`src/hw/rtl/dpa_pkg.sv`:
```
package dpa_pkg;

  // Default counter width of the debounce counters
  localparam int COUNT_WIDTH_DEF = 8;

  // Threshold register width and reset values
  localparam int THR_W = 8;
  localparam logic [THR_W-1:0] LEVEL_DEB_RST  = 8'd50;
  localparam logic [THR_W-1:0] MODE_DEB_RST   = 8'd10;
  localparam logic [THR_W-1:0] ENABLE_DEB_RST = 8'd10;

  // Configuration register indexes
  localparam int CFG_IDX_W = 2;
  localparam logic [CFG_IDX_W-1:0] CFG_LEVEL_DEB  = 2'd0;
  localparam logic [CFG_IDX_W-1:0] CFG_MODE_DEB   = 2'd1;
  localparam logic [CFG_IDX_W-1:0] CFG_ENABLE_DEB = 2'd2;

  // Debounce counter slots
  localparam int NUM_CNT       = 10;
  localparam int CNT_MODE_MAN  = 0;
  localparam int CNT_MODE_AUTO = 1;
  localparam int CNT_EN_ON     = 2;  // + 2*pump
  localparam int CNT_EN_OFF    = 3;  // + 2*pump
  localparam int CNT_LVL_FULL  = 6;  // + 2*tank
  localparam int CNT_LVL_EMPTY = 7;  // + 2*tank

  // Input item bit positions
  localparam int IN_MODE  = 0;
  localparam int IN_UPPER = 1;
  localparam int IN_LOWER = 2;
  localparam int IN_EN1   = 3;
  localparam int IN_EN2   = 4;

  // Result item bit positions
  localparam int OUT_P1_DRIVE  = 0;
  localparam int OUT_P2_DRIVE  = 1;
  localparam int OUT_AUTO_LED  = 2;
  localparam int OUT_WATER_LED = 3;
  localparam int OUT_P1_LED    = 4;
  localparam int OUT_P2_LED    = 5;
  localparam int OUT_HEARTBEAT = 6;

  // Pump on duty
  typedef enum logic [1:0] {
    DUTY_P1   = 2'd0,
    DUTY_P2   = 2'd1,
    DUTY_NONE = 2'd2
  } duty_t;

  // Duty selector after a stop: hand over to the other enabled pump
  function automatic duty_t stop_duty(input duty_t duty, input logic [1:0] en);
    duty_t d;
    d = (duty == DUTY_P1) ? DUTY_P2 : DUTY_P1;
    if (d == DUTY_P1 && !en[0]) d = DUTY_P2;
    if (d == DUTY_P2 && !en[1]) d = DUTY_P1;
    if (!en[0] && !en[1]) d = DUTY_NONE;
    return d;
  endfunction

endpackage

```
`src/hw/rtl/duplex_pump_alternator.sv`:
```
// Duplex pump alternator: two pumps take turns filling an upper tank from a
// lower tank.
// Input channel in_*: one control tick per item, five active-low raw pins.
// Result channel out_*: one item per tick with pump drives, four LEDs and
// the heartbeat.
// Config channel cfg_*: debounce thresholds, always ready; index 0 level,
// 1 mode, 2 enable; index 3 is ignored. Write only while the block is idle.
// Latency: the result of a tick is valid on the cycle after it is accepted.
// Throughput: one tick per cycle unless results stall; all debounce
// counters, flags and pump control update in one registered pass per tick.
// When the receiver stalls, the result stays in the output register and
// in_tready drops until it is taken; a new tick is accepted in the same
// cycle the pending result leaves.
// Reset (rst_n low, synchronous): manual mode, both pumps disabled and
// stopped, no pump on duty, tanks read empty, counters cleared, thresholds
// back to 50/10/10, output empty. The first tick always latches the drives.
module duplex_pump_alternator
  import dpa_pkg::*;
#(
  parameter int COUNT_WIDTH = COUNT_WIDTH_DEF
) (
  input  logic                 clk,
  input  logic                 rst_n,
  // tick input
  input  logic                 in_tvalid,
  output logic                 in_tready,
  // [0] mode_switch_pin, [1] upper_level_pin, [2] lower_level_pin,
  // [3] pump1_enable_pin, [4] pump2_enable_pin, [7:5] zero
  input  logic [7:0]           in_tdata,
  // result output
  output logic                 out_tvalid,
  input  logic                 out_tready,
  // [0] pump1_drive, [1] pump2_drive, [2] auto_led, [3] water_led,
  // [4] pump1_led, [5] pump2_led, [6] heartbeat_led, [7] zero
  output logic [7:0]           out_tdata,
  // configuration writes
  input  logic                 cfg_valid,
  output logic                 cfg_ready,
  input  logic [CFG_IDX_W-1:0] cfg_index,
  input  logic [THR_W-1:0]     cfg_data
);

  localparam int CMP_W = (COUNT_WIDTH > THR_W) ? COUNT_WIDTH : THR_W;

  typedef logic [COUNT_WIDTH-1:0] cnt_t;

  // Thresholds
  logic [THR_W-1:0] level_thr_r, mode_thr_r, enable_thr_r;

  // Controller state
  cnt_t        cnt_r [NUM_CNT];
  cnt_t        cnt_nxt [NUM_CNT];
  logic        auto_r, auto_nxt;
  logic [1:0]  en_r, en_nxt;
  logic [1:0]  run_r, run_nxt;
  logic [1:0]  full_r, full_nxt;
  duty_t       duty_r, duty_nxt;
  logic        lvl_ch_r, lvl_ch_nxt;
  logic        sw_ch_r, sw_ch_nxt;
  logic [5:0]  img_r, img_nxt;
  logic        hb_r, hb_nxt;
  logic        out_tvalid_r;

  logic        in_acc;
  logic [1:0]  lvl_pin, en_pin;

  function automatic logic over_thr(input cnt_t c, input logic [THR_W-1:0] thr);
    logic [CMP_W-1:0] ce, te;
    ce = CMP_W'(c);
    te = CMP_W'(thr);
    return ce > te;
  endfunction

  assign cfg_ready  = 1'b1;
  assign in_tready  = !out_tvalid_r || out_tready;
  assign in_acc     = in_tvalid && in_tready;
  assign out_tvalid = out_tvalid_r;
  assign out_tdata  = {1'b0, hb_r, img_r};

  assign lvl_pin = {in_tdata[IN_LOWER], in_tdata[IN_UPPER]};
  assign en_pin  = {in_tdata[IN_EN2], in_tdata[IN_EN1]};

  // One tick of the controller
  always_comb begin
    cnt_t inc;
    inc        = '0;
    cnt_nxt    = cnt_r;
    auto_nxt   = auto_r;
    en_nxt     = en_r;
    run_nxt    = run_r;
    full_nxt   = full_r;
    duty_nxt   = duty_r;
    lvl_ch_nxt = lvl_ch_r;
    sw_ch_nxt  = sw_ch_r;
    img_nxt    = img_r;
    hb_nxt     = !hb_r;

    // mode switch debounce
    if (!in_tdata[IN_MODE]) begin
      if (auto_r) begin
        cnt_nxt[CNT_MODE_AUTO] = '0;
        inc = cnt_r[CNT_MODE_MAN] + 1'b1;
        if (over_thr(inc, mode_thr_r)) begin
          auto_nxt = 1'b0;
          cnt_nxt[CNT_MODE_MAN] = '0;
        end else begin
          cnt_nxt[CNT_MODE_MAN] = inc;
        end
      end
    end else if (!auto_r) begin
      cnt_nxt[CNT_MODE_MAN] = '0;
      inc = cnt_r[CNT_MODE_AUTO] + 1'b1;
      if (over_thr(inc, mode_thr_r)) begin
        auto_nxt = 1'b1;
        cnt_nxt[CNT_MODE_AUTO] = '0;
      end else begin
        cnt_nxt[CNT_MODE_AUTO] = inc;
      end
    end

    // pump enable debounce; disabling a pump hands duty to the other
    for (int k = 0; k < 2; k++) begin
      if (!en_pin[k]) begin
        if (en_r[k]) begin
          cnt_nxt[CNT_EN_ON + 2*k] = '0;
          inc = cnt_r[CNT_EN_OFF + 2*k] + 1'b1;
          if (over_thr(inc, enable_thr_r)) begin
            en_nxt[k] = 1'b0;
            duty_nxt = (k == 0) ? DUTY_P2 : DUTY_P1;
            cnt_nxt[CNT_EN_OFF + 2*k] = '0;
          end else begin
            cnt_nxt[CNT_EN_OFF + 2*k] = inc;
          end
        end
      end else if (!en_r[k]) begin
        cnt_nxt[CNT_EN_OFF + 2*k] = '0;
        inc = cnt_r[CNT_EN_ON + 2*k] + 1'b1;
        if (over_thr(inc, enable_thr_r)) begin
          en_nxt[k] = 1'b1;
          cnt_nxt[CNT_EN_ON + 2*k] = '0;
        end else begin
          cnt_nxt[CNT_EN_ON + 2*k] = inc;
        end
      end
    end

    // both out of service: stop, nobody on duty
    if (en_nxt == 2'b00) begin
      run_nxt  = 2'b00;
      duty_nxt = DUTY_NONE;
    end
    if (auto_nxt != auto_r || en_nxt != en_r) sw_ch_nxt = 1'b1;
    if (auto_nxt != auto_r) begin
      run_nxt  = 2'b00;
      duty_nxt = stop_duty(duty_nxt, en_nxt);
    end

    // level sensor debounce (tank 0 upper, tank 1 lower)
    for (int k = 0; k < 2; k++) begin
      if (!lvl_pin[k]) begin
        inc = cnt_r[CNT_LVL_FULL + 2*k] + 1'b1;
        if (over_thr(inc, level_thr_r)) begin
          if (!full_r[k]) begin
            full_nxt[k] = 1'b1;
            cnt_nxt[CNT_LVL_EMPTY + 2*k] = '0;
            lvl_ch_nxt = 1'b1;
          end
          cnt_nxt[CNT_LVL_FULL + 2*k] = '0;
        end else begin
          cnt_nxt[CNT_LVL_FULL + 2*k] = inc;
        end
      end else begin
        inc = cnt_r[CNT_LVL_EMPTY + 2*k] + 1'b1;
        if (over_thr(inc, level_thr_r)) begin
          if (full_r[k]) begin
            full_nxt[k] = 1'b0;
            cnt_nxt[CNT_LVL_FULL + 2*k] = '0;
            lvl_ch_nxt = 1'b1;
          end
          cnt_nxt[CNT_LVL_EMPTY + 2*k] = '0;
        end else begin
          cnt_nxt[CNT_LVL_EMPTY + 2*k] = inc;
        end
      end
    end

    // pump control
    if ((auto_nxt && lvl_ch_nxt && full_nxt[1] && !full_nxt[0]) ||
        (!auto_nxt && full_nxt[1] && (en_nxt[0] != en_nxt[1]))) begin
      case (duty_nxt)
        DUTY_P1: run_nxt = 2'b01;
        DUTY_P2: run_nxt = 2'b10;
        default: ;
      endcase
    end else if (!auto_nxt || lvl_ch_nxt) begin
      run_nxt  = 2'b00;
      duty_nxt = stop_duty(duty_nxt, en_nxt);
    end

    // drives latch only on a change
    if (lvl_ch_nxt || sw_ch_nxt) begin
      img_nxt[OUT_P2_DRIVE:OUT_P1_DRIVE] = run_nxt;
      lvl_ch_nxt = 1'b0;
      sw_ch_nxt  = 1'b0;
    end

    // indicators
    img_nxt[OUT_AUTO_LED] = auto_nxt;
    for (int k = 0; k < 2; k++) begin
      if (!en_nxt[k])      img_nxt[OUT_P1_LED + k] = 1'b0;
      else if (run_nxt[k]) img_nxt[OUT_P1_LED + k] = 1'b1;
      else                 img_nxt[OUT_P1_LED + k] = !img_r[OUT_P1_LED + k];
    end
    if (full_nxt == 2'b11)      img_nxt[OUT_WATER_LED] = 1'b0;
    else if (full_nxt == 2'b10) img_nxt[OUT_WATER_LED] = 1'b1;
    else                        img_nxt[OUT_WATER_LED] = !img_r[OUT_WATER_LED];
  end

  // State, configuration and output register
  always_ff @(posedge clk) begin
    if (!rst_n) begin
      level_thr_r  <= LEVEL_DEB_RST;
      mode_thr_r   <= MODE_DEB_RST;
      enable_thr_r <= ENABLE_DEB_RST;
      for (int i = 0; i < NUM_CNT; i++) cnt_r[i] <= '0;
      auto_r       <= 1'b0;
      en_r         <= 2'b00;
      run_r        <= 2'b00;
      full_r       <= 2'b00;
      duty_r       <= DUTY_NONE;
      lvl_ch_r     <= 1'b1;
      sw_ch_r      <= 1'b1;
      img_r        <= '0;
      hb_r         <= 1'b0;
      out_tvalid_r <= 1'b0;
    end else begin
      if (cfg_valid && cfg_ready) begin
        unique case (cfg_index)
          CFG_LEVEL_DEB:  level_thr_r  <= cfg_data;
          CFG_MODE_DEB:   mode_thr_r   <= cfg_data;
          CFG_ENABLE_DEB: enable_thr_r <= cfg_data;
          default: ;
        endcase
      end
      if (in_acc) begin
        cnt_r    <= cnt_nxt;
        auto_r   <= auto_nxt;
        en_r     <= en_nxt;
        run_r    <= run_nxt;
        full_r   <= full_nxt;
        duty_r   <= duty_nxt;
        lvl_ch_r <= lvl_ch_nxt;
        sw_ch_r  <= sw_ch_nxt;
        img_r    <= img_nxt;
        hb_r     <= hb_nxt;
      end
      if (in_acc)          out_tvalid_r <= 1'b1;
      else if (out_tready) out_tvalid_r <= 1'b0;
    end
  end

endmodule

```
`config.mk`:
```
export PLATFORM = sky130hd
export DESIGN_NAME = duplex_pump_alternator
export DESIGN_NICKNAME = d
export VERILOG_FILES = /design/src/hw/rtl/dpa_pkg.sv /design/src/hw/rtl/duplex_pump_alternator.sv
export SDC_FILE = /design/constraint.sdc
export NUM_CORES = 1
export LEC_CHECK = 0
export BUFFER_PORTS_ARGS = -buffer_cell sky130_fd_sc_hd__buf_4
export CAP_MARGIN = 20
export CELL_PAD_IN_SITES_DETAIL_PLACEMENT = 1
export CELL_PAD_IN_SITES_GLOBAL_PLACEMENT = 1
export CORE_ASPECT_RATIO = 1.1
export CORE_MARGIN = 4
export CORE_UTILIZATION = 48
export CTS_BUF_LIST = sky130_fd_sc_hd__clkbuf_4 sky130_fd_sc_hd__clkbuf_8 sky130_fd_sc_hd__clkbuf_16
export CTS_CLUSTER_SIZE = 20
export DETAILED_ROUTE_END_ITERATION = 8
export PLACE_DENSITY_LB_ADDON = 0.1
export SLEW_MARGIN = 20
export SYNTH_ARGS = -nofsm -noshare
export SYNTH_HDL_FRONTEND = slang
export SYNTH_SLANG_ARGS = --single-unit
export TNS_END_PERCENT = 30
```
`constraint.sdc`:
```
create_clock -name clk -period 6.3 [get_ports clk]
set_input_delay 0.945 -clock clk [delete_from_list [all_inputs] [get_ports clk]]
set_output_delay 0.945 -clock clk [all_outputs]
set_load 0.02 [all_outputs]
```
Word level (Yosys, flattened, before mapping)
Cells that the tools add are included.

storage, ports and cells
  bits in registers = 123
  latch bits = 0
  memory bits (writable) = 0
  bits in read-only memories = 0
  input port bits = 23
  output and inout bits = 11
  word-level logic and storage cells = 208
  memories = 0

operators by class
  add/sub/neg operators = 10
  multipliers = 0
  divide/modulo/power cells = 0
  $lt $le $gt $ge = 10
  eq/ne operators = 19
  shift-type cells = 0
  mux-type cells = 97
  bitwise operators = 0
  reduce and logical (&&, ||, !) cells = 48

operators by type and width
  cell                                                                    number
  16-bit two-way mux                                                      11
  8-bit two-way mux                                                       18
  8-bit by 1-bit adder with 8-bit output (second input constant)          10
  8-bit greater-than comparator                                           10
  1-bit two-way mux                                                       46
  2-bit two-way mux                                                       21
  3-bit AND reduction                                                     7
  2-bit zero test                                                         6
  2-bit nonzero test                                                      6
  1-bit logical AND                                                       11
  2-bit != test (second input constant)                                   5
  1-bit zero test                                                         9
  2-bit by 1-bit equality test with 1-bit output (second input constant)  4
  2-bit by 1-bit != test with 1-bit output (second input constant)        4
  2-bit AND reduction                                                     4
  2-bit equality test (second input constant)                             3
  1-bit logical OR                                                        5
  2-bit case mux with 2 select lines                                      1
  1-bit != test                                                           2
  2-bit != test                                                           1

Depth between registers and ports, before layout
Gate-level depths: netlist of run 1.

  depth after elaboration = 33
  mapped depth = 17
  mapped depth without buffers = 16

Worst setup path before layout of run 1
OpenSTA, ideal clock, no wires.

  path kind = register to register
  start = register cnt_r[34] (netlist name)
  end = register img_r[5]
  setup time = 0.084 ns
  arrival time = 3.864 ns
  required time = 6.216 ns
  slack = 2.352 ns
  cell stages (with the launch flop) = 16
  buffers on the path = 1
  period minus slack after synthesis = 3.948 ns
  path through = dfxtp_1 -> and3_1 -> and3_1 -> nand3_1 -> xnor2_1 -> ha_1 -> nand4_1 -> or3_1 -> a22oi_1 -> o22ai_1 -> ha_1 -> buf_2 -> or4_1 -> a21boi_1 -> mux2_2 -> o31ai_2

on the way
  word-level cells in the longest chain between the ends = 23
  elaborated cells on any way between the ends = 35
  those cells by class = 1 x add/sub; 1 x order compare; 3 x eq/ne; 20 x mux; 10 x reduce/logical

ends and longest elaborated chain
  item                                                                                      RTL line                       source
  start: declaration                                                                        duplex_pump_alternator.sv:51   cnt_t cnt_r [NUM_CNT];
  start signal: assignment                                                                  duplex_pump_alternator.sv:246  cnt_r <= cnt_nxt;
  8-bit by 1-bit adder with 8-bit output (*)                                                duplex_pump_alternator.sv:126  inc = cnt_r[CNT_EN_OFF + 2*k] + 1'b1;
  8-bit greater-than comparator (*)                                                         duplex_pump_alternator.sv:71   return ce > te;
  1-bit two-way mux                                                                         duplex_pump_alternator.sv:127  if (over_thr(inc, enable_thr_r)) begin
  1-bit two-way mux                                                                         duplex_pump_alternator.sv:124  if (en_r[k]) begin
  1-bit two-way mux                                                                         duplex_pump_alternator.sv:123  if (!en_pin[k]) begin
  2-bit zero test                                                                           duplex_pump_alternator.sv:148  if (en_nxt == 2'b00) begin
  2-bit two-way mux                                                                         duplex_pump_alternator.sv:148
  2-bit zero test                                                                           dpa_pkg.sv:53                  d = (duty == DUTY_P1) ? DUTY_P2 : DUTY_P1;
  [... 7 more ...]                                                                          --
  2-bit two-way mux                                                                         dpa_pkg.sv:55                  if (d == DUTY_P2 && !en[1]) d = DUTY_P1;
  2-bit two-way mux                                                                         dpa_pkg.sv:56                  if (!en[0] && !en[1]) d = DUTY_NONE;
  2-bit two-way mux                                                                         duplex_pump_alternator.sv:153  if (auto_nxt != auto_r) begin
  2-bit by 1-bit equality test with 1-bit output / 2-bit zero test (equally long branches)  duplex_pump_alternator.sv:190  case (duty_nxt)
  2-bit case mux with 2 select lines                                                        duplex_pump_alternator.sv:190
  2-bit two-way mux                                                                         duplex_pump_alternator.sv:188  if ((auto_nxt && lvl_ch_nxt && full_nxt[1] && !full_nxt[0]) ||
  1-bit two-way mux                                                                         duplex_pump_alternator.sv:211  else if (run_nxt[k]) img_nxt[OUT_P1_LED + k] = 1'b1;
  1-bit two-way mux (*)                                                                     duplex_pump_alternator.sv:210  if (!en_nxt[k]) img_nxt[OUT_P1_LED + k] = 1'b0;
  end signal: assignment                                                                    duplex_pump_alternator.sv:254  img_r <= img_nxt;
  end: declaration                                                                          duplex_pump_alternator.sv:60   logic [5:0] img_r, img_nxt;

Mark *: on every way between the ends. The rest lies on a longest branch, timed or not. The select of a mux whose other input is x is not followed.
A chain may end at the register's enable or synchronous reset.

Worst setup path in the final report of run 1
  start = register cnt_r[32] (netlist name)
  end = register img_r[5]

Same word-level chain as after synthesis.

==> flow_metrics.tcl, run 1 <==
set metrics [dict create \
    path_clk_slew_ns 0.06 \
    synth_top_area_frac 0.304 \
    port_buffers 28 \
    power_uw 2060 \
    drt-initial-drc-count 366 \
    synth_edf_count 0 \
    postSynthNetCount 1116 \
    synth_common_cells "138 x nor2_1, 122 x dfxtp_1, 100 x a21oi_1, 91 x ha_1, 62 x o21ai_0" \
    synth_top_cells_by_area "dfxtp_1 30%, ha_1 14%, nor2_1 6.4%, a21oi_1 6.2%, o21ai_0 3.9%" \
    grt_use_total 0.237 \
    worst-path-max-fanout 9 \
    hp-start "lvl_ch_r" \
    post-cts-setup-buffers 0 \
    outcome "finished clean" \
    die_w_um 131 \
    core.rowCount 49 \
    r2r_end "img_r[5]" \
    yosysMostFrequentCell "nor2_1" \
    relSlewSlack 0.369 \
    peakVddDrop_v 0.000193 \
    setup_tns_ns 0 \
    synthFlopType "dfxtp_1" \
    ios 34 \
    cp.required_ns 6.64 \
    max_cap_viol_count 0 \
    p_per_area_nw_per_um2 228 \
    p_leak_uw 0.00407 \
    clk_latency_ns 0.43 \
    yosys.cell_types.count 63 \
    arrival_ns 4.81 \
    clockBufferDepth 2 \
    antenna_found_initial 0 \
    finalCriticalPeriod_ns 4.47 \
    tightest_slew_ns 0.942 \
    timing.hold.ws_ns 0.447 \
    die_height_um 144 \
    hold_violations 0 \
    avgSynthCellArea_um2 8.03 \
    drt_first_pass_iters 5 \
    clockRootBuffer "clkbuf_16" \
    cts_hold_buffers 0 \
    postRouteAntennaNets 0 \
    min_to "lvl_ch_r" \
    rsz0062_at_grt "no" \
    start_util 0.490 \
    grt_start_max_net_pins 47 \
    h-tree-depth 4 \
    cts_made_buffers 17 \
    cts_tree "done" \
    setup_viol 0 \
    syn_inst 1002 \
    cts-resized-gates 0 \
    wirelength_um 22100 \
    syn_to_final_growth_pct 12.5 \
    viasPerCell 5.89 \
    drc_errors 0 \
    diodes 0 \
    fin_crit_sh 0.710 \
    hold_depth 2 \
    finClkSkew_ns 0.0103 \
    yosysTopAreaCell "dfxtp_1" \
    reg2reg_depth 14 \
    drive_above_1_share 0.0768 \
    ys_warn_count 0 \
    vias 7258 \
    crit_path_start_kind "flop" \
    yosysSeqAreaShare 0.304 \
    hpwl_um 15600 \
    worst_r2r_startpoint "cnt_r[32]" \
    cp-end-kind "flop" \
    core_um2 16400 \
    grt_pass1_vias 7482 \
    gr-total-overflow 0 \
    place_congestion 0.795 \
    drv_slew 0 \
    fmax_ghz 0.224 \
    fin_nets 1130 \
    fillers 2014 \
    r2r_slack_ns 1.83 \
    ys_seq_elements 122 \
    cts_sinks 122 \
    min-delay-path-class "reg -> reg" \
    die-area_um2 18900 \
    path_class "reg -> reg" \
    synth-async-reset-ratio 0 \
    grt_pass1_wl_um 36700 \
    wl_per_cell_um 17.9 \
    synth_area_um2 8050 \
]
[per-stage QoR]
stage	setup WS [ns]	util	std cells	cell area [µm²]
CTS	1.88	0.550	1233	9040
global route	1.49	0.551	1233	9050
floorplan	2.35	-	1002	8050
detailed placement	1.92	0.511	1201	8400
finish	1.83	0.551	1233	9050
global placement	1.97	0.511	1201	8390
[kinds of logic after synthesis]
| kind of cell | after synthesis | share of synthesized area |
|---|---|---|
| fa+ha+maj | 91 | 0.142 |
| simple gates | 373 | 0.228 |
| mux | 17 | 0.0213 |
| flops | 122 | 0.304 |
| other cells | 2 | 0.000933 |
| compound gates | 266 | 0.202 |
| xor+xnor | 62 | 0.0675 |
| buf+inv | 69 | 0.0342 |
[where the power goes]
part	internal [µW]	leakage, µW	switching [µW]	total (µW)
sequential	788	0.000989	13.2	801
clock	687	0.000318	390	1080
combinational	62.5	0.00276	121	184
[cell usage in the layout, fill, tap and decap left out, types with 4 or more instances in the layout]
master / Yosys / routed
dfxtp_1: 122 / 122
nand4_1: 22 / 22
a21o_1: 11 / 11
bufinv_16: 0 / 4
ha_1: 91 / 91
a211oi_1: 7 / 7
nand2b_1: 5 / 5
nor3_1: 10 / 10
clkbuf_16: 0 / 17
or3_1: 11 / 11
nor2b_1: 16 / 16
o211ai_1: 11 / 11
nor2_1: 138 / 138
buf_4: 4 / 32
o21ai_0: 62 / 62
xor2_1: 35 / 35
nand3_1: 39 / 39
nand3b_1: 23 / 23
o21ai_1: 7 / 5
o21a_1: 6 / 6
and3_1: 29 / 29
inv_1: 31 / 31
a21oi_1: 100 / 100
a22oi_1: 29 / 29
xnor2_1: 27 / 27
a31oi_1: 4 / 4
mux2i_1: 16 / 16
nand2_1: 57 / 57
clkinv_4: 0 / 5
[registers in the layout (all words and copies together), names as in the netlist, 6 cells and up]
register      cells
cnt_r            80
enable_thr_r      8
img_r             6
level_thr_r       8
mode_thr_r        8
[worst max-delay path by stage]
stage                          from  slack (ns)        end
final                     cnt_r[32]        1.83   img_r[5]
after global routing      cnt_r[56]        1.49  duty_r[0]
after CTS                 cnt_r[32]        1.88   img_r[5]
after detailed placement  cnt_r[32]        1.92   img_r[5]
after global placement    cnt_r[34]        1.97   img_r[5]
after floorplan           cnt_r[34]        2.35   img_r[5]
[cell type report]
| type | count | area [µm²] | share of cell area |
|---|---|---|---|
| clock buffers | 19 | 453 | 0.0500 |
| flip-flops and latches | 122 | 2440 | 0.270 |
| clock inverters | 13 | 191 | 0.0212 |
| well taps | 204 | 255 | 0.0282 |
| repair buffers | 32 | 240 | 0.0265 |
| multi-input cells | 811 | 5350 | 0.591 |
| inverters | 32 | 121 | 0.0134 |
[metal layers]
metal  up-vias  part of all wire  track usage
li1       3649                 -            -
met1      3521              0.47        0.293
met2        66              0.49        0.424
met3        22             0.022       0.0340
met4         0             0.014       0.0835
met5         -                 0            0
[worst max-delay path, cell delays in order (launching register included)]
cell and delay, ns:
dfxtp_1 0.40, and3_1 0.26, and3_1 0.26, nand3_1 0.12, xnor2_1 0.16, ha_1 0.32
nand4_1 0.14, or3_1 0.42, a22oi_1 0.28, o22ai_1 0.29, ha_1 0.41, or4_1 0.62
a21boi_1 0.18, mux2_2 0.32, o31ai_2 0.21
Power figures use the tool's default switching activity.
==> run 2, diff against run 1 <==
- CORE_UTILIZATION: 48 -> 47
- clock period: 6.3 -> 4.24 ns (I/O delays scaled with it)
==> flow_metrics.tcl, run 2 (synthesized netlist as in run 1, its figures left out) <==
set metrics [dict create \
    top_register "cnt_r" \
    ios 34 \
    setup_viol 0 \
    arrival_ns 4.34 \
    grt_pass1_wl_um 37400 \
    drt-initial-drc-count 246 \
    placed_area_um2 8490 \
    hp-start "sw_ch_r" \
    wl_per_cell_um 17.9 \
    drv_slew 0 \
    final_common_cell "nor2_1" \
    gr-total-overflow 0 \
    power_frac_comb 0.100 \
    core_um2 16600 \
    timing.hold.ws_ns 0.455 \
    clockRootBuffer "clkbuf_16" \
    die_w_um 133 \
    cts_made_buffers 17 \
    fin_nets 1143 \
    dpl.cell_count 1213 \
    drive_above_1_share 0.0999 \
    relSlewSlack 0.397 \
    die-area_um2 19300 \
    p_sw_frac 0.273 \
    p_switching_uw 780 \
    wirelength_um 22200 \
    cp-end-kind "flop" \
    syn_to_final_growth_pct 13.3 \
    die_height_um 145 \
    fillers 2025 \
    clockBufferDepth 2 \
    place_congestion 0.840 \
    path_clk_slew_ns 0.06 \
    start_util 0.486 \
    outcome "finished clean" \
    grt_pass1_vias 7503 \
    hpwl_um 16200 \
    worst_r2r_startpoint "cnt_r[64]" \
    postRouteAntennaNets 0 \
    diodes 0 \
    core.rowCount 49 \
    final_cell_mix "137 x nor2_1, 122 x dfxtp_1, 99 x a21oi_1" \
    path_class "reg -> reg" \
    cts_tree "done" \
    min_to "sw_ch_r" \
    p_leak_uw 0.00407 \
    reg2reg_depth 14 \
    finalCriticalPeriod_ns 4.01 \
    drt_first_pass_iters 4 \
    max_cap_viol_count 0 \
    fmax_ghz 0.250 \
    grt_start_max_net_pins 61 \
    min-delay-path-class "reg -> reg" \
    grt_use_total 0.234 \
    viasPerCell 5.83 \
    post-route-util 0.550 \
    pwr-share-seq 0.417 \
    peakVddDrop_v 0.000283 \
    port_buffers 28 \
    stdcell_count 1245 \
    internal-power_uw 2070 \
    hold_violations 0 \
    stdcell_area_um2 9110 \
    tightest_slew_ns 0.900 \
    clk_latency_ns 0.43 \
    vias 7261 \
    cts_sinks 122 \
    h-tree-depth 4 \
    fin_crit_sh 0.945 \
    r2r_end "img_r[5]" \
    hold_depth 2 \
    worst-path-max-fanout 6 \
    p_per_area_nw_per_um2 313 \
    pwr-share-clk 0.483 \
    largest_reg_flops 80 \
    antenna_found_initial 0 \
    drc_errors 0 \
    cp.required_ns 4.58 \
    crit_path_start_kind "flop" \
    r2r_slack_ns 0.23 \
    finClkSkew_ns 0.00909 \
]
## run 2: changes by cell type in the layout (fill, tap and decap cells not counted), moves of 2 or more
| cell | previous run | this run |
|---|---|---|
| clkinvlp_4 | 0 | 5 |
| a211oi_1 | 7 | 5 |
| bufinv_16 | 4 | 1 |
| buf_4 | 32 | 45 |
| clkinv_4 | 5 | 3 |
| a211oi_2 | 1 | 3 |
| clkbuf_8 | 2 | 0 |
## run 2: worst max-delay path, stage by stage (launching register included)
cell	delay [ns]
dfxtp_1	0.44
ha_1	0.29
nand3_1	0.19
nor2_2	0.19
xor2_2	0.11
ha_1	0.30
nand4_1	0.19
or3b_1	0.42
o22ai_2	0.21
o21ai_2	0.13
a211oi_2	0.25
o31ai_2	0.16
a2111oi_4	0.39
mux2_2	0.42
o31ai_2	0.21
## run 2: worst max-delay path by stage
| stage | from | to | slack [ns] | cells after the start |
|---|---|---|---|---|
| finish | cnt_r[64] | img_r[5] | 0.23 | 14 |
| global route | cnt_r[56] | img_r[5] | -0.01 | 16 |
| CTS | cnt_r[34] | img_r[4] | 0.10 | 16 |
| detailed placement | cnt_r[32] | img_r[5] | 0.12 | 14 |
| global placement | cnt_r[34] | img_r[5] | 0.30 | 14 |
| floorplan | cnt_r[34] | img_r[5] | 0.29 | 15 |
## run 2: power by group through the flow
| stage | combinational, µW | sequential [µW] | clock, µW |
|---|---|---|---|
| 6_report | 286 | 1190 | 1380 |
| 4_1_cts | 284 | 1190 | 1400 |
| 3_5_place_dp | 280 | 1210 | 0 |
| 3_3_place_gp | 272 | 1210 | 0 |
| 2_1_floorplan | 180 | 1210 | 0 |
| 5_1_grt | 320 | 1190 | 1450 |
## run 2: layout make-up
class | instances | area (µm²) | area share
Multi-Input combinational cell | 811 | 5400 | 0.593
Inverter | 32 | 121 | 0.0133
Clock inverter | 14 | 126 | 0.0139
Timing Repair Buffer | 45 | 338 | 0.0371
Clock buffer | 17 | 425 | 0.0467
Sequential cell | 122 | 2440 | 0.268
Tap cell | 204 | 255 | 0.0280
## run 2: what timing repair did
| item | 4_1_cts | 5_1_grt |
|---|---|---|
| buffers inserted | 0 | 1 |
| resized for setup | 0 | 14 |
| hold buffers | 0 | 0 |
| hold endpoints to repair | 0 | 0 |
| setup endpoints to repair | 0 | 8 |
## run 2: through the flow
step | setup TNS [ns] | setup WS [ns] | power (µW)
after floorplan | 0 | 0.292 | 1390
after global placement | 0 | 0.298 | 1490
after detailed placement | 0 | 0.124 | 1490
after CTS | 0 | 0.103 | 2870
after global routing | -0.0136 | -0.0136 | 2960
final | 0 | 0.233 | 2850
## run 2: metal layers
metal | up-vias | part of all wire | track usage
met5 | - | 0 | 0
met4 | 0 | 0.018 | 0.0707
met3 | 32 | 0.019 | 0.0315
met2 | 65 | 0.50 | 0.410
met1 | 3504 | 0.47 | 0.299
li1 | 3660 | - | -
==> run 3, diff against run 2 <==
- ABC_AREA: default -> 1
- CORE_UTILIZATION: 47 -> 46
==> flow_metrics.tcl, run 3 <==
set metrics [dict create \
    outcome "finished clean" \
    start_util 0.470 \
    largest_reg_flops 80 \
    fmax_ghz 0.289 \
    min-delay-path-class "reg -> reg" \
    postSynthNetCount 1201 \
    clk_latency_ns 0.42 \
    hold_depth 2 \
    synth_common_cells "248 x nand2_1, 136 x inv_1, 122 x dfxtp_1, 112 x a21oi_1, 91 x ha_1" \
    place_congestion 0.815 \
    hp-start "sw_ch_r" \
    yosys.cell_types.count 46 \
    ys_seq_elements 122 \
    port_buffers 28 \
    synth_compound_area_frac 0.151 \
    antenna_found_initial 0 \
    drt-initial-drc-count 269 \
    synthFlopType "dfxtp_1" \
    clockRootBuffer "clkbuf_16" \
    max_cap_viol_count 0 \
    h-tree-depth 4 \
    synth-async-reset-ratio 0 \
    cts-resized-gates 0 \
    reg2reg_depth 27 \
    cp_slowest_cell "dfxtp_1" \
    peakVddDrop_v 0.000319 \
    cp.required_ns 4.56 \
    max_stage_delay_ns 0.43 \
    die-area_um2 19600 \
    power_uw 3220 \
    die_w_um 134 \
    drt_first_pass_iters 4 \
    ios 34 \
    cts_made_buffers 17 \
    crit_path_start_kind "flop" \
    rsz0062_at_grt "no" \
    path_clk_slew_ns 0.06 \
    post_synth_and_or_nand_nor_area_fraction 0.251 \
    synth_xor_area_frac 0.0644 \
    gr-total-overflow 0 \
    path_class "reg -> reg" \
    ys_warn_count 0 \
    hpwl_um 15700 \
    worst_r2r_startpoint "cnt_r[40]" \
    p_leak_uw 0.00448 \
    setup_tns_ns 0 \
    final_common_cell "nand2_1" \
    diodes 0 \
    finClkSkew_ns 0.00810 \
    worst-path-max-fanout 5 \
    syn_to_final_growth_pct 13.4 \
    core_um2 17100 \
    yosysMostFrequentCell "nand2_1" \
    worst_path_most_repeated_cell "nand2_1" \
    synthMuxAreaShare 0 \
    fin_ws_ns 0.774 \
    finalCriticalPeriod_ns 3.47 \
    cts_sinks 122 \
    clockBufferDepth 2 \
    wl_per_cell_um 16.2 \
    vias 7167 \
    cp-end-kind "flop" \
    core.rowCount 50 \
    tightest_slew_ns 0.836 \
    grt_use_total 0.235 \
    grt_pass1_vias 7641 \
    wirelength_um 22000 \
    synth_top_area_frac 0.305 \
    cts_tree "done" \
    drv_slew 0 \
    die_height_um 146 \
    synthAdderAreaFrac 0.142 \
    min_to "sw_ch_r" \
    synth_top_family_by_area "simple AND/OR/NAND/NOR gates" \
    setup_viol 0 \
    post-cts-setup-buffers 0 \
    yosysSeqAreaShare 0.305 \
    postRouteAntennaNets 0 \
    drc_errors 0 \
    r2r_slack_ns 0.77 \
    p_per_area_nw_per_um2 354 \
    fin_nets 1227 \
    final_cell_mix "248 x nand2_1, 135 x inv_1, 122 x dfxtp_1" \
    synth_edf_count 0 \
    hold_violations 0 \
    avgSynthCellArea_um2 7.38 \
    yosysTopAreaCell "dfxtp_1" \
    fin_crit_sh 0.817 \
    synth_area_um2 8020 \
    relSlewSlack 0.442 \
    r2r_end "img_r[5]" \
    viasPerCell 5.27 \
    drive_above_1_share 0.116 \
    top_register "cnt_r" \
    arrival_ns 3.79 \
    place_ws_ns 0.823 \
    setup.worst_path.start "cnt_r[40]" \
    cts_hold_buffers 0 \
    grt_pass1_wl_um 37300 \
    syn_inst 1087 \
    grt_start_max_net_pins 58 \
    synth_top_cells_by_area "dfxtp_1 30%, ha_1 14%, nand2_1 12%, a21oi_1 7.0%, inv_1 6.4%" \
]
==> run 3: cell types whose count changed in the layout (fill, tap and decap cells not counted), sizes merged, moves of 16 or more <==
cell and change:
nor2 -70, o21ai -39, and3 -29, nand2 +212
inv +113, mux2i -16, nor2b -16, a22oi -20
==> run 3: layout make-up <==
type                       instances  area (µm²)
clock buffer                      20         460
multi-input combinational        789        4880
fill                            2185        7990
timing repair buffer              34         255
tap                              234         293
sequential                       122        2440
inverter                         149         561
clock inverter                    12         195
==> run 3: metal layers <==
| layer | vias up | GRT usage | part of all wire |
|---|---|---|---|
| li1 | 3624 | - | - |
| met1 | 3427 | 0.280 | 0.43 |
| met2 | 75 | 0.424 | 0.51 |
| met3 | 41 | 0.0331 | 0.023 |
| met4 | 0 | 0.0910 | 0.030 |
| met5 | - | 0 | 0 |
==> run 3: power breakdown <==
group          switching, µW  leakage, µW  internal, µW
clock network            561     0.000323          1080
registers               27.8     0.000992          1180
logic                    256      0.00317           118
==> run 3: metrics by stage <==
step	instance area (µm²)	hold WS (ns)	cells	util
2_1_floorplan	8020	0.419	1087	-
3_3_place_gp	8440	0.432	1328	0.494
3_5_place_dp	8440	0.439	1328	0.494
4_1_cts	9090	0.451	1360	0.532
5_1_grt	9090	0.474	1360	0.532
6_report	9090	0.448	1360	0.532
==> run 3: worst max-delay path by stage <==
stage	endpoint	slack, ns	cells after the start
after floorplan	img_r[5]	1.28	27
after global routing	img_r[5]	0.37	27
after detailed placement	img_r[1]	0.82	27
after global placement	img_r[5]	0.88	27
after CTS	img_r[1]	0.75	27
final	img_r[5]	0.77	27
==> run 3: worst max-delay path, delay by kind of cell (launching register included) <==
| family | cells | cell delay [ns] |
|---|---|---|
| AND/OR/NAND/NOR | 21 | 2.01 |
| adder cells (fa/ha/maj) | 2 | 0.55 |
| flip-flops | 1 | 0.43 |
| buffers and inverters | 3 | 0.22 |
| XOR/XNOR | 1 | 0.17 |
==> run 3: logic make-up after synthesis <==
group,count (synthesis)
flip-flops,122
AO/OA/AOI/OAI,203
other,2
XOR/XNOR,59
AND/OR/NAND/NOR,434
buffers and inverters,176
adder cells (fa/ha/maj),91
